### src/hw/rtl/bq_pkg.sv
// Shared types and constants for the Q15 biquad low-pass filter.
// No dependencies; imported by the register block, the filter core and the top level.
`default_nettype none

package bq_pkg;

    localparam int SampleW = 11;   // converter sample and filtered result
    localparam int DataW   = 16;   // Q15 words: coefficients, inputs, outputs
    localparam int ProdW   = 2 * DataW;
    localparam int AccW    = ProdW + 3;  // headroom for five products
    localparam int FracW   = 15;
    localparam int InShift = 5;    // sample * 32
    localparam int OutShift = 5;   // stored output >>> 5
    localparam int AddrW   = 5;
    localparam int PDataW  = 32;

    // Register indexes (byte address = 4 * index)
    localparam logic [2:0] RegFf0 = 3'd0;
    localparam logic [2:0] RegFf1 = 3'd1;
    localparam logic [2:0] RegFf2 = 3'd2;
    localparam logic [2:0] RegFb1 = 3'd3;
    localparam logic [2:0] RegFb2 = 3'd4;

    typedef logic signed [DataW-1:0] t_q15;

    typedef struct packed {
        t_q15 ff0;
        t_q15 ff1;
        t_q15 ff2;
        t_q15 fb1;
        t_q15 fb2;
    } t_coefs;

endpackage

`default_nettype wire

### src/hw/rtl/biquad_q15_lowpass_unit.sv
// Top level of the Q15 biquad low-pass filter.
// Depends on bq_pkg, bq_cfg_regs and bq_core.
`default_nettype none

// Second-order Direct Form I IIR filter. Each 11-bit signed sample is scaled
// by 32 into Q15, filtered with five coefficients from the APB registers
// (ff0/ff1/ff2 at 0x00/0x04/0x08, fb1/fb2 at 0x0C/0x10, 16-bit signed, reset
// to zero), rounded and wrapped to 16 bits, and returned shifted right by 5.
// Throughput is one sample per clock while results are taken; a stalled
// result register holds the input back. A sample passes the input register,
// then the result register, around the combinational multiply-accumulate,
// which also closes the feedback loop through the previous outputs. Write
// coefficients only while no sample is in flight.
module biquad_q15_lowpass_unit
    import bq_pkg::*;
(
    input  wire logic                       i_clk,
    input  wire logic                       i_rst_n,
    input  wire logic                       psel,
    input  wire logic                       penable,
    input  wire logic                       pwrite,
    input  wire logic [AddrW-1:0]           paddr,
    input  wire logic [PDataW-1:0]          pwdata,
    output logic      [PDataW-1:0]          prdata,
    output logic                            pready,
    input  wire logic                       i_in_valid,
    output logic                            o_in_ready,
    input  wire logic signed [SampleW-1:0]  i_sample,
    output logic                            o_out_valid,
    input  wire logic                       i_out_ready,
    output logic signed [SampleW-1:0]       o_filtered
);

    t_coefs coefs;

    bq_cfg_regs u_cfg (
        .i_clk   (i_clk),
        .i_rst_n (i_rst_n),
        .psel    (psel),
        .penable (penable),
        .pwrite  (pwrite),
        .paddr   (paddr),
        .pwdata  (pwdata),
        .prdata  (prdata),
        .pready  (pready),
        .o_coefs (coefs)
    );

    bq_core u_core (
        .i_clk       (i_clk),
        .i_rst_n     (i_rst_n),
        .i_coefs     (coefs),
        .i_in_valid  (i_in_valid),
        .o_in_ready  (o_in_ready),
        .i_sample    (i_sample),
        .o_out_valid (o_out_valid),
        .i_out_ready (i_out_ready),
        .o_filtered  (o_filtered)
    );

endmodule

`default_nettype wire

### src/hw/rtl/bq_cfg_regs.sv
// APB-style coefficient register file for the biquad filter.
// Depends on bq_pkg for the register indexes and the coefficient struct.
`default_nettype none

module bq_cfg_regs
    import bq_pkg::*;
(
    input  wire logic              i_clk,
    input  wire logic              i_rst_n,
    input  wire logic              psel,
    input  wire logic              penable,
    input  wire logic              pwrite,
    input  wire logic [AddrW-1:0]  paddr,
    input  wire logic [PDataW-1:0] pwdata,
    output logic      [PDataW-1:0] prdata,
    output logic                   pready,
    output t_coefs                 o_coefs
);

    t_coefs     r_coefs;
    logic       wr_en;
    logic [2:0] reg_idx;
    t_q15       rd_val;

    assign pready  = 1'b1;
    assign wr_en   = psel && penable && pwrite;
    assign reg_idx = paddr[AddrW-1:2];

    always_ff @(posedge i_clk) begin
        if (!i_rst_n) begin
            r_coefs <= '0;
        end else if (wr_en) begin
            case (reg_idx)
                RegFf0:  r_coefs.ff0 <= pwdata[DataW-1:0];
                RegFf1:  r_coefs.ff1 <= pwdata[DataW-1:0];
                RegFf2:  r_coefs.ff2 <= pwdata[DataW-1:0];
                RegFb1:  r_coefs.fb1 <= pwdata[DataW-1:0];
                RegFb2:  r_coefs.fb2 <= pwdata[DataW-1:0];
                default: ; // drop writes past the last register
            endcase
        end
    end

    always_comb begin
        case (reg_idx)
            RegFf0:  rd_val = r_coefs.ff0;
            RegFf1:  rd_val = r_coefs.ff1;
            RegFf2:  rd_val = r_coefs.ff2;
            RegFb1:  rd_val = r_coefs.fb1;
            RegFb2:  rd_val = r_coefs.fb2;
            default: rd_val = '0;
        endcase
    end

    assign prdata  = {{(PDataW-DataW){rd_val[DataW-1]}}, rd_val};
    assign o_coefs = r_coefs;

endmodule

`default_nettype wire

### src/hw/rtl/bq_core.sv
// Direct Form I biquad datapath: input register, five Q15 products, rounding,
// history registers and result register. Depends on bq_pkg.
`default_nettype none

module bq_core
    import bq_pkg::*;
(
    input  wire logic                       i_clk,
    input  wire logic                       i_rst_n,
    input  wire t_coefs                     i_coefs,
    input  wire logic                       i_in_valid,
    output logic                            o_in_ready,
    input  wire logic signed [SampleW-1:0]  i_sample,
    output logic                            o_out_valid,
    input  wire logic                       i_out_ready,
    output logic signed [SampleW-1:0]       o_filtered
);

    logic                      r_in_valid;
    t_q15                      r_x;
    logic                      r_out_valid;
    logic signed [SampleW-1:0] r_filtered;
    t_q15                      r_x1, r_x2, r_y1, r_y2;

    logic                      advance;
    logic                      in_xfer;
    t_q15                      n_x;
    logic signed [ProdW-1:0]   p0, p1, p2, p3, p4;
    logic [AccW-1:0]           acc;
    logic [AccW-1:0]           rounded;
    t_q15                      n_y;

    // The core moves an item forward when the result register is free or drains.
    assign advance    = r_in_valid && (!r_out_valid || i_out_ready);
    assign o_in_ready = !r_in_valid || advance;
    assign in_xfer    = i_in_valid && o_in_ready;
    assign n_x        = {i_sample, {InShift{1'b0}}};

    assign p0 = i_coefs.ff0 * r_x;
    assign p1 = i_coefs.ff1 * r_x1;
    assign p2 = i_coefs.ff2 * r_x2;
    assign p3 = i_coefs.fb1 * r_y1;
    assign p4 = i_coefs.fb2 * r_y2;

    assign acc = {{(AccW-ProdW){p0[ProdW-1]}}, p0}
               + {{(AccW-ProdW){p1[ProdW-1]}}, p1}
               + {{(AccW-ProdW){p2[ProdW-1]}}, p2}
               - {{(AccW-ProdW){p3[ProdW-1]}}, p3}
               - {{(AccW-ProdW){p4[ProdW-1]}}, p4};

    // Round half up, shift by 15, keep the low 16 bits (wraps)
    assign rounded = acc + (AccW'(1) << (FracW - 1));
    assign n_y     = rounded[FracW+DataW-1:FracW];

    always_ff @(posedge i_clk) begin
        if (!i_rst_n) begin
            r_in_valid  <= 1'b0;
            r_out_valid <= 1'b0;
            r_x1        <= '0;
            r_x2        <= '0;
            r_y1        <= '0;
            r_y2        <= '0;
        end else begin
            if (in_xfer) begin
                r_in_valid <= 1'b1;
            end else if (advance) begin
                r_in_valid <= 1'b0;
            end

            if (advance) begin
                r_out_valid <= 1'b1;
            end else if (i_out_ready) begin
                r_out_valid <= 1'b0;
            end

            if (advance) begin
                r_x2 <= r_x1;
                r_x1 <= r_x;
                r_y2 <= r_y1;
                r_y1 <= n_y;
            end
        end
    end

    always_ff @(posedge i_clk) begin
        if (in_xfer) begin
            r_x <= n_x;
        end
        if (advance) begin
            r_filtered <= n_y[DataW-1:OutShift];
        end
    end

    assign o_out_valid = r_out_valid;
    assign o_filtered  = r_filtered;

endmodule

`default_nettype wire
### config.mk
export PLATFORM = sky130hd
export DESIGN_NAME = biquad_q15_lowpass_unit
export DESIGN_NICKNAME = d
export VERILOG_FILES = /design/src/hw/rtl/bq_pkg.sv /design/src/hw/rtl/biquad_q15_lowpass_unit.sv /design/src/hw/rtl/bq_cfg_regs.sv /design/src/hw/rtl/bq_core.sv
export SDC_FILE = /design/constraint.sdc
export NUM_CORES = 2
export LEC_CHECK = 0
export ABC_CLOCK_PERIOD_IN_PS = 16800
export CAP_MARGIN = 5
export CORE_MARGIN = 3
export CORE_UTILIZATION = 25
export CTS_CLUSTER_DIAMETER = 50
export DETAILED_ROUTE_END_ITERATION = 12
export DONT_BUFFER_PORTS = 1
export MAX_ROUTING_LAYER = met4
export PLACE_DENSITY_LB_ADDON = 0.08
export SYNTH_ARGS = -nofsm -noshare
export SYNTH_HDL_FRONTEND = slang
export SYNTH_HIERARCHICAL = 1
export SYNTH_SLANG_ARGS = --single-unit
### constraint.sdc
create_clock -name i_clk -period 16.8 [get_ports i_clk]
set_input_delay 3.36 -clock i_clk [delete_from_list [all_inputs] [get_ports i_clk]]
set_output_delay 3.36 -clock i_clk [all_outputs]
set_load 0.02 [all_outputs]
Word-level counts from Yosys, hierarchy flattened

Cells that the tools add are included.

Flip-flop bits (word level): 158
Input bits: 55
Output and inout bits: 46
Word-level logic and storage cells: 48

$add $sub $neg: 5
Multiply operators: 5
Equal/unequal tests: 4
Muxes and demuxes: 5
Reduce and logical (&&, ||, !) cells: 16

Operators with widths:

| operator               | count |
|---|---|
| $pmux 16 s5            | 1 |
| $mul 16x11->26         | 3 |
| $add 31x31->31         | 2 |
| $mul 16x16->31         | 2 |
| $sub 31x31->31         | 2 |
| $add 31x15->31 const B | 1 |
| $reduce_and 2->1       | 5 |
| $eq 3x2->1 const B     | 2 |
| $logic_and 1x1->1      | 4 |
| $mux 1                 | 4 |
| $reduce_bool 2->1      | 2 |
| $eq 3x1->1 const B     | 1 |
| $eq 3x3->1 const B     | 1 |
| $logic_not 3->1        | 1 |
| $logic_not 1->1        | 2 |
| $logic_or 1x1->1       | 2 |

Depth between registers and ports, before layout

Depth in word-level cells: 6
Depth in mapped cells: 48
Gate-level depth less buffers: 47

Cells and area by module

Netlist, hierarchy kept.

By module, submodules not included:

| module      | instances | cells each | area an instance (um2) | seq. area each (um2) |
|---|---|---|---|---|
| bq_core     | 1         | 4490       | 42157.9                | 1781.7 |
| bq_cfg_regs | 1         | 381        | 3737.3                 | 1601.5 |

Worst setup path before layout

OpenSTA, ideal clock, no wires.

Path kind: flip-flop to flip-flop
Start point: register u_core.r_x[7]
End point: register u_core.r_y1[15]
Setup time: 116 ps
Data arrival time: 11221 ps
Setup slack: 5463 ps
Stages on the path, launching flop included: 47
Buffers on the path: 2
Period minus slack after synthesis: 11337 ps
Cell sequence: edfxtp_1 -> clkbuf_1 -> clkbuf_1 -> nand2_1 -> fa_1 -> fa_1 -> inv_1 -> ha_1 -> fa_1 -> inv_1 -> fa_1 -> inv_1 -> ha_1 -> a21oi_1 -> o21bai_1 -> a21oi_1 -> o21ai_0 -> a41o_1 -> (+11 left out) -> inv_1 -> fa_1 -> inv_1 -> fa_1 -> inv_1 -> fa_1 -> fa_1 -> xnor2_1 -> xnor2_1 -> xnor2_1 -> xnor2_1 -> xnor2_1 -> xnor3_1 -> xnor2_1 -> xnor2_1 -> xnor2_1 -> xnor2_1 -> o211a_1

Word-level cells in the longest chain between the ends: 6

Ends and longest elaborated chain:

| item                   | RTL line      | source |
|---|---|---|
| start, declared        | bq_core.sv:20 | `t_q15 r_x;` |
| start signal, assigned | bq_core.sv:87 | `r_x <= n_x;` |
| $mul 16x11->26         | bq_core.sv:39 | `assign p0 = i_coefs.ff0 * r_x;` |
| $add 31x31->31         | bq_core.sv:46 | `+ {{(AccW-ProdW){p1[ProdW-1]}}, p1}` |
| $add 31x31->31         | bq_core.sv:47 | `+ {{(AccW-ProdW){p2[ProdW-1]}}, p2}` |
| $sub 31x31->31         | bq_core.sv:48 | `- {{(AccW-ProdW){p3[ProdW-1]}}, p3}` |
| $sub 31x31->31         | bq_core.sv:49 | `- {{(AccW-ProdW){p4[ProdW-1]}}, p4};` |
| $add 31x15->31         | bq_core.sv:52 | `assign rounded = acc + (AccW'(1) << (FracW - 1));` |
| via u_core.rounded[30] | bq_core.sv:30 | `logic [AccW-1:0] rounded;` |
| end signal, assigned   | bq_core.sv:80 | `r_y1 <= n_y;` |
| end, declared          | bq_core.sv:23 | `t_q15 r_x1, r_x2, r_y1, r_y2;` |

The timed path passes the listed nets, and every way through them passes these cells.
A chain may end at the register's enable or synchronous reset.

Final worst setup path

Start point: register u_cfg.r_coefs, in the netlist u_cfg/o_coefs[50]
End point: register u_core.r_filtered[10], in the netlist u_core/o_filtered[10], data pin

Word-level cells in the longest chain between the ends: 6

Ends and longest elaborated chain:

| item                   | RTL line          | source |
|---|---|---|
| start, declared        | bq_cfg_regs.sv:20 | `t_coefs r_coefs;` |
| $mul 16x11->26         | bq_core.sv:40     | `assign p1 = i_coefs.ff1 * r_x1;` |
| $add 31x31->31         | bq_core.sv:46     |  |
| $add 31x31->31         | bq_core.sv:47     |  |
| $sub 31x31->31         | bq_core.sv:48     |  |
| $sub 31x31->31         | bq_core.sv:49     |  |
| $add 31x15->31         | bq_core.sv:52     |  |
| via u_core.rounded[30] | bq_core.sv:30     |  |
| end signal, assigned   | bq_core.sv:90     | `r_filtered <= n_y[DataW-1:OutShift];` |
| end, declared          | bq_core.sv:22     | `logic signed [SampleW-1:0] r_filtered;` |

The timed path passes the listed nets, and every way through them passes these cells.

==> impl_metrics.ini <==
[status]
status = finished, final reports clean

[clock_network]
numCtsBuffers = 17
clk_pin_slew_ns = 0.09
cts_tree = done
post_cts_buffers = 0
root_buffer = clkbuf_16
htreeDepth = 4
cts_resized = 0
clkLatencyLatePin_ns = 0.55
postCtsHoldBufs = 0
cts_num_sinks = 158
ctsLongestPathBuffers = 2

[grt]
antenna_found_initial = 5
gr-usage-met1_pct = 22.61
grt_max_degree = 99
grt_pass1_vias = 34580
grt-ovfl-total = 0
grt_pass1_wl_mm = 236.2
grt_use_met2_pct = 31.29
grt.busiest_layer = met2
met3_usage_pct = 1.142
grt_use_total_pct = 17.68

[timing]
min_period_ns = 13.79
relSlewSlack_pct = 17.05
hold_violations = 0
report.final.slew_viol_count = 0
clock_skew_ns = 0.03033
rsz0062_at_grt = no
setup_ws_ns = 3.013
setup_viol = 0
fin_crit_sh_pct = 82.06
whs_ns = 0.4661
max_slew.worst_pin.slew_ns = 1.277
fmax_ghz = 0.07253
tns_ns = 0

[setup_path]
cp-end-kind = flip-flop
worst_path_largest_cell_delay_ns = 0.76
critPathMostFrequentCell = fa_1
cp-startpoint = u_cfg/o_coefs[50]$_SDFFE_PN0P_
crit_fanout = 13
crit_type = flip-flop to flip-flop
slowest_stage = dfxtp_1
cp.required_ns = 17.05
start_kind = flip-flop
arrival_ns = 14.04
timing.rr.start = u_cfg/o_coefs[50]$_SDFFE_PN0P_

[cells_and_area]
fin_util_pct = 27.04
layout.cells.non_filler = 7120
fin_nets = 6225
post_route_cells_drive_above_1_share_pct = 2.949
area_growth_pct = 6.944

[yosys]
synthTopCellsByCount = inv_1, fa_1, nand2_1
ys_seq_area_share_pct = 7.372
yosysTopAreaCell = fa_1
syn_avg_cell_area_um2 = 9.422
synth-seq-cells = 158
synth_nets = 6362
synth_edf_count = 22
yosysMostFrequentCell = inv_1
synthFlopType = dfxtp_1
synthDistinctLibCells = 63
synth_cells = 4871
syn_area_um2 = 45900
yosysTopAreaCellShare_pct = 48.55
ys_top_cells_by_area = fa_1, inv_1, ha_1
async_reset_ff_share_pct = 0
ys_warn_count = 6

[detailed_routing]
drt_first_iter_violations = 1347
ant_nets = 0
vias = 30310
drc = 0
routed_wl_mm = 154.4
via_per_inst = 4.256
first_pass_iters = 7
wl_per_cell_um = 21.69

[place]
portBuffers = 0
dp_hpwl_mm = 127.3
pre_cts_slack_ns = 2.870
gp_congestion = 0.8016
placed_cells = 7084

[flow_run]
max-cap-violations = 0

[power_and_ir_drop]
vdd_drop_max_mv = 0.2188
power_leakage_nw = 22.53
power.density_nw_per_um2 = 72.17

[floorplan]
pin_count = 101
num_rows = 156
die_h_um = 434.5
dieWidth_um = 434.5
coreArea_um2 = 181500
die_area_um2 = 188800
start_util_pct = 25.28

[worst_hold_path]
worst_hold_path_type = flip-flop to flip-flop
hp-start = u_core/r_x1[13]$_SDFFE_PN0P_
==> cells in the final DEF, fill, tap and decap left out, drive strengths merged, types with 20 or more instances in the layout <==
cell type  instances
ha               323
edfxtp            22
nand2b            40
a21oi            110
xnor2            102
o21ai             39
xor2              29
dfxtp            136
nand2            635
a22oi             30
inv             1163
buf               73
fa              1113
nor2b             43
mux2i             83
and2             560
nor2              69
a21o              20
==> metrics by stage <==
stage / cell area [um2] / total power, W
3_3_place_gp: 48420 / 0.003158
5_1_grt: 49080 / 0.003931
6_report: 49080 / 0.003542
4_1_cts: 49060 / 0.003651
3_5_place_dp: 48420 / 0.003161
2_1_floorplan: 45900 / 0.002259
==> cell families after synthesis <==
| kind of cell | count (synthesis) | synth area share (%) |
|---|---|---|
| adder cells (fa/ha/maj) | 1436 | 57.35 |
| AND/OR/NAND/NOR | 1388 | 15.20 |
| buffers and inverters | 1388 | 11.69 |
| AO/OA/AOI/OAI | 269 | 3.618 |
| flip-flops | 158 | 7.372 |
| XOR/XNOR | 132 | 2.549 |
| multiplexers | 99 | 2.203 |
| other | 1 | 0.008171 |
==> worst paths after layout <==
| kind | slack (ns) | cells past startpoint | endpoint |
|---|---|---|---|
| max | 3.01 | 44 | u_core/o_filtered[10]$_DFFE_PP_ |
| min | 0.47 | 2 | u_core/r_x1[13]$_SDFFE_PN0P_ |
| max reg2reg | 3.01 | 44 | u_core/o_filtered[10]$_DFFE_PP_ |
| min reg2reg | 0.47 | 2 | u_core/r_x1[13]$_SDFFE_PN0P_ |
==> worst max-delay path: cells and delay by family, from the launching register on <==
| kind | cells | cell delay, ns |
|---|---|---|
| simple gates | 6 | 0.78 |
| compound gates | 10 | 3.06 |
| xor+xnor | 5 | 1.41 |
| flops | 1 | 0.76 |
| buf+inv | 8 | 0.41 |
| fa+ha+maj | 15 | 7.06 |
==> state kept, by name (all words and copies together) (netlist names) <==
name	flops
u_core/o_out_valid	1
u_core/r_y1	16
u_core/o_filtered	11
u_core/r_x1	11
u_cfg/o_coefs	80
u_core/r_in_valid	1
u_core/r_x2	11
u_core/r_x	11
u_core/r_y2	16
==> routing by layer <==
metal / routed length (um) / up-vias
met5: 0 / -
met4: 1982 / 0
met3: 2472 / 56
met2: 79780 / 290
met1: 70210 / 16090
li1: - / 13870
==> area by class of cell <==
cell class              instances  area, um2
fillers                     19500     132400
multi-input cells            3325      37170
inverters                    1159       4352
flip-flops and latches        158       3385
well taps                    2370       2965
repair buffers                 73      564.3
clock buffers                  18      450.4
clock inverters                14      191.4
diodes                          3      7.507
==> where the power goes <==
group / switching, W / internal (W) / leakage [nW]
combinational: 0.00152 / 0.000953 / 20.9
sequential: 0.000104 / 0.000503 / 1.31
clock: 0.000225 / 0.000236 / 0.315
Note: power is estimated with default switching activity, not from simulation.
